<file path="src/sv/cfe_div.sv">
`timescale 1ns / 1ps
// Pipelined restoring divider, one quotient bit per stage.
// Depends on nothing; stalls through the shared advance enable.
module cfe_div #(
	parameter int NUM_W = 30,
	parameter int DEN_W = 13
) (
	input  logic             clk,
	input  logic             en,
	input  logic [NUM_W-1:0] num,
	input  logic [DEN_W-1:0] den,
	output logic [NUM_W-1:0] quo
);
	logic [NUM_W-1:0] q_s [NUM_W+1];
	logic [DEN_W:0]   r_s [NUM_W+1];
	logic [DEN_W-1:0] d_s [NUM_W+1];

	assign q_s[0] = num;
	assign r_s[0] = '0;
	assign d_s[0] = den;

	for (genvar k = 0; k < NUM_W; k++) begin : g_bit
		logic [DEN_W+1:0] trial;
		logic [DEN_W:0]   rn;
		logic [NUM_W-1:0] qn;
		always_comb begin
			trial = {r_s[k], q_s[k][NUM_W-1]};
			if (trial >= {2'b00, d_s[k]}) begin
				rn = (DEN_W+1)'(trial - {2'b00, d_s[k]});
				qn = {q_s[k][NUM_W-2:0], 1'b1};
			end else begin
				rn = trial[DEN_W:0];
				qn = {q_s[k][NUM_W-2:0], 1'b0};
			end
		end
		always_ff @(posedge clk) begin
			if (en) begin
				r_s[k+1] <= rn;
				q_s[k+1] <= qn;
				d_s[k+1] <= d_s[k];
			end
		end
	end

	assign quo = q_s[NUM_W];
endmodule

</file>
<file path="config.mk">
export PLATFORM = sky130hd
export DESIGN_NAME = cfe_div
export DESIGN_NICKNAME = d
export VERILOG_FILES = /design/src/sv/cfe_div.sv
export SDC_FILE = /design/constraint.sdc
export NUM_CORES = 2
export LEC_CHECK = 0
export BUFFER_PORTS_ARGS = -buffer_cell sky130_fd_sc_hd__buf_2
export CAP_MARGIN = 20
export CORE_UTILIZATION = 45
export CTS_CLUSTER_DIAMETER = 150
export DETAILED_ROUTE_END_ITERATION = 12
export GPL_ROUTABILITY_DRIVEN = 0
export GPL_TIMING_DRIVEN = 0
export PLACE_DENSITY = 0.58
export SYNTH_ARGS = -nofsm -noshare
export SYNTH_HDL_FRONTEND = slang
export SYNTH_SLANG_ARGS = --single-unit
</file>
<file path="constraint.sdc">
create_clock -name clk -period 4.6 [get_ports clk]
set_input_delay 0.46 -clock clk [delete_from_list [all_inputs] [get_ports clk]]
set_output_delay 0.46 -clock clk [all_outputs]
set_load 0.01 [all_outputs]
</file>
==> impl_metrics.toml <==
[critical_path]
cp-end-kind = "flop"
cp_slowest_cell = "sky130_fd_sc_hd__buf_16"
kind_of_critical_path = "in2reg"
biggest_cell_delay_along_the_critical_path_ps = 570
max_fanout_on_critical_path = 173
worst-endpoint-required_ps = 5010
worstSetupStartpointType = "input pin"
crit_path_frequent_cell = "sky130_fd_sc_hd__buf_16"
cp_data_arrival_time_ps = 4320
timing.critical_path.cells = "buf_12 -> buf_16 -> buf_16 -> buf_16 -> buf_16 -> buf_16 -> buf_16"

[pwr]
peakVddDrop_mv = 0.418
pnr_total_power_uw = 53800
power_per_cell_area_mw_per_mm2 = 641
total_leakage_power_uw = 0.0319

[clock_network]
tritoncts_num_sinks = 1683
root_buffer = "sky130_fd_sc_hd__clkbuf_16"
num_cts_buffers = 179
cts.clk_slew.worst_paths_ps = 60
clockBufferDepth = 3
cts_tree = "done"
worstSkewPairLatency_ps = 800
cts.htree.levels = 4

[layout]
stdcell_count = 7591
area.growth.synth_to_final_pct = 13.1
nNetsFinal = 5760
final_layout_size_suffix_gt1_frac = 0.134
design_area_mm2 = 0.0840
num_antenna_cells = 0

[floorplan]
die_h_um = 408
initial_core_util = 0.454
core_area_mm2 = 0.163
ioPinCount = 75
die_w_um = 408
floorplan.rows = 148
die_footprint_mm2 = 0.167

[grt]
pin_count_of_the_biggest_net_entering_global_routing = 180
grt_first_pass_wirelength_um = 206000
groute.usage.overall = 0.153
globalRoute.totalOverflow = 0
initial_antenna_violation_count = 0
grt_pass1_vias = 38990

[yosys]
share_of_the_yosys_chip_area_belonging_to_registers = 0.681
synth_cell_types = 76
mappedNetlistArea_mm2 = 0.0742
synth_flop_cell = "sky130_fd_sc_hd__edfxtp_1"
synth-edff-count = 1683
synth_fp_nets = 5447
async_flop_share = 0
synthCells = 4967
syn_avg_cell_area_um2 = 14.9
yosys_warnings = 0
ys_seq_elements = 1683

[detailed_routing]
vias_per_cell = 5.16
drt-initial-drc-count = 2579
drt.antenna.violating_nets = 0
route.final.wire_length_um = 128000
drt_pass_1_iters = 7
routed-via-count = 39187
route.detailed.wl_per_inst_um = 16.9
remaining_drc_errors = 0

[timing]
setup_viol_count_final = 0
actual_slew_at_the_worst_max_slew_pin_ps = 1260
final-hold-violation-count = 0
min_period_ps = 3920
tns_ps = 0
max-slew-margin-rel = 0.135
setup_repair_after_global_routing_missed_its_margin = "false"
final_max_slew_viol_count = 0
timing.final.crit_share = 0.851
timing.fmax_mhz = 255
clock-skew-final_ps = 29.4

[placed_design]
io_buffers = 74
place.detailed.instances = 7230
dp_hpwl_um = 85600
place_area_mm2 = 0.0776

[run_status]
result_of_the_run = "completed"

[flow_run]
timing.max_cap.violations = 0

[worst_hold_path]
hold_path_class = "in2reg"
-- cells by family (layout without fill, tap and decap cells) --
logic type | Yosys count | count (layout) | synth area share
flip-flops | 1683 | 1683 | 0.681
AO/OA/AOI/OAI | 927 | 927 | 0.0825
AND/OR/NAND/NOR | 771 | 771 | 0.0498
multiplexers | 323 | 323 | 0.0489
adder cells (fa/ha/maj) | 435 | 435 | 0.0762
buffers and inverters | 555 | 1004 | 0.0294
XOR/XNOR | 273 | 273 | 0.0322
-- final cells by class --
type | count | area (µm²)
fill | 13662 | 79400
sequential | 1683 | 50500
multi-input combinational | 2729 | 21500
clock buffer | 208 | 4590
tap | 2175 | 2720
inverter | 506 | 1900
clock inverter | 109 | 1290
timing repair buffer | 132 | 1140
buffer | 49 | 280
-- what timing repair did --
item | in CTS | in global routing
hold buffers | 44 | 0
buffers inserted | 0 | 0
endpoints found under the hold margin | 50 | 0
resized for setup | 0 | 0
-- worst paths after layout --
kind                            from                  end  slack [ps]  cells after the start
hold reg to reg             q_s[685]             q_s[656]         390                      0
hold / removal                    en             q_s[842]         300                      2
setup reg to reg  g_bit[24].trial[0]  g_bit[25].trial[11]         790                     11
setup / recovery                  en              q_s[86]         680                      7
-- cell usage in the layout, fill, tap and decap left out, types with 170 or more instances in the layout --
cell and count:
sky130_fd_sc_hd__clkbuf_16 179, sky130_fd_sc_hd__o21ai_0 199, sky130_fd_sc_hd__ha_1 407, sky130_fd_sc_hd__a21oi_1 244, sky130_fd_sc_hd__nand2_1 200, sky130_fd_sc_hd__mux2_2 287
sky130_fd_sc_hd__edfxtp_1 1683, sky130_fd_sc_hd__inv_1 505, sky130_fd_sc_hd__xnor2_1 170, sky130_fd_sc_hd__nor2_1 219
-- where the power goes --
group | internal (µW) | leakage [µW] | switching, µW
Sequential | 20700 | 0.0164 | 1310
Clock | 8410 | 0.00284 | 5930
Combinational | 8250 | 0.0127 | 9190
-- sequential cells by signal (all words and copies together) (netlist names) --
signal,cells
q_s,841
d_s,377
quo,30
g_bit.trial,435
-- worst max-delay path, delay by kind of cell --
family,cells,cell delay (ps)
buf+inv,7,2950
-- metal layers --
metal  track usage  vias up  wire [µm]
met1         0.198    19009      56900
met4        0.0546        0       3790
met2         0.259      655      62800
met3        0.0270      268       4660
met5             0        -          0
li1              -    19255          -
-- per-stage QoR --
step           utilization  worst slack (ps)  hold WS [ps]
2_1_floorplan            -              1760           400
3_3_place_gp         0.473            -23850           400
3_5_place_dp         0.475              -263           405
4_1_cts              0.514               630           294
5_1_grt              0.514               406           321
6_report             0.514               683           300
-- cell usage after synthesis (all sizes together) (4+ instances only) --
| cell type | instances | area share |
|---|---|---|
| a21o | 148 | 0.015 |
| o31a | 21 | 0.0025 |
| and4 | 18 | 0.0021 |
| a311oi | 5 | 0.00059 |
| o311ai | 7 | 0.0011 |
| nand3 | 57 | 0.0038 |
| nand2 | 200 | 0.010 |
| o21ai | 233 | 0.016 |
| nor4 | 16 | 0.0013 |
| or4 | 4 | 0.00040 |
| inv | 506 | 0.026 |
| and3 | 14 | 0.0012 |
| and2 | 6 | 0.00052 |
| a211o | 7 | 0.00083 |
| a31o | 10 | 0.0012 |
| xnor2 | 170 | 0.020 |
| nor3b | 5 | 0.00051 |
| fa | 28 | 0.0076 |
| edfxtp | 1683 | 0.68 |
| mux2 | 295 | 0.045 |
| mux2i | 28 | 0.0038 |
| nand4 | 48 | 0.0040 |
| nor2 | 220 | 0.011 |
| o41ai | 34 | 0.0055 |
| or2 | 12 | 0.0010 |
| ha | 407 | 0.069 |
| xor2 | 103 | 0.012 |
| o21a | 51 | 0.0052 |
| a31oi | 22 | 0.0019 |
| or3 | 9 | 0.00078 |
| a211oi | 21 | 0.0024 |
| nand2b | 37 | 0.0031 |
| clkbuf | 17 | 0.00086 |
| nor2b | 56 | 0.0047 |
| o21bai | 26 | 0.0026 |
| o311a | 6 | 0.00081 |
| o211ai | 14 | 0.0014 |
| a21boi | 22 | 0.0022 |
| a21oi | 245 | 0.017 |
| nor3 | 64 | 0.0044 |
| o31ai | 8 | 0.00081 |
| buf | 32 | 0.0029 |
| a2111oi | 22 | 0.0026 |
Note: power is estimated with default switching activity, not from simulation.
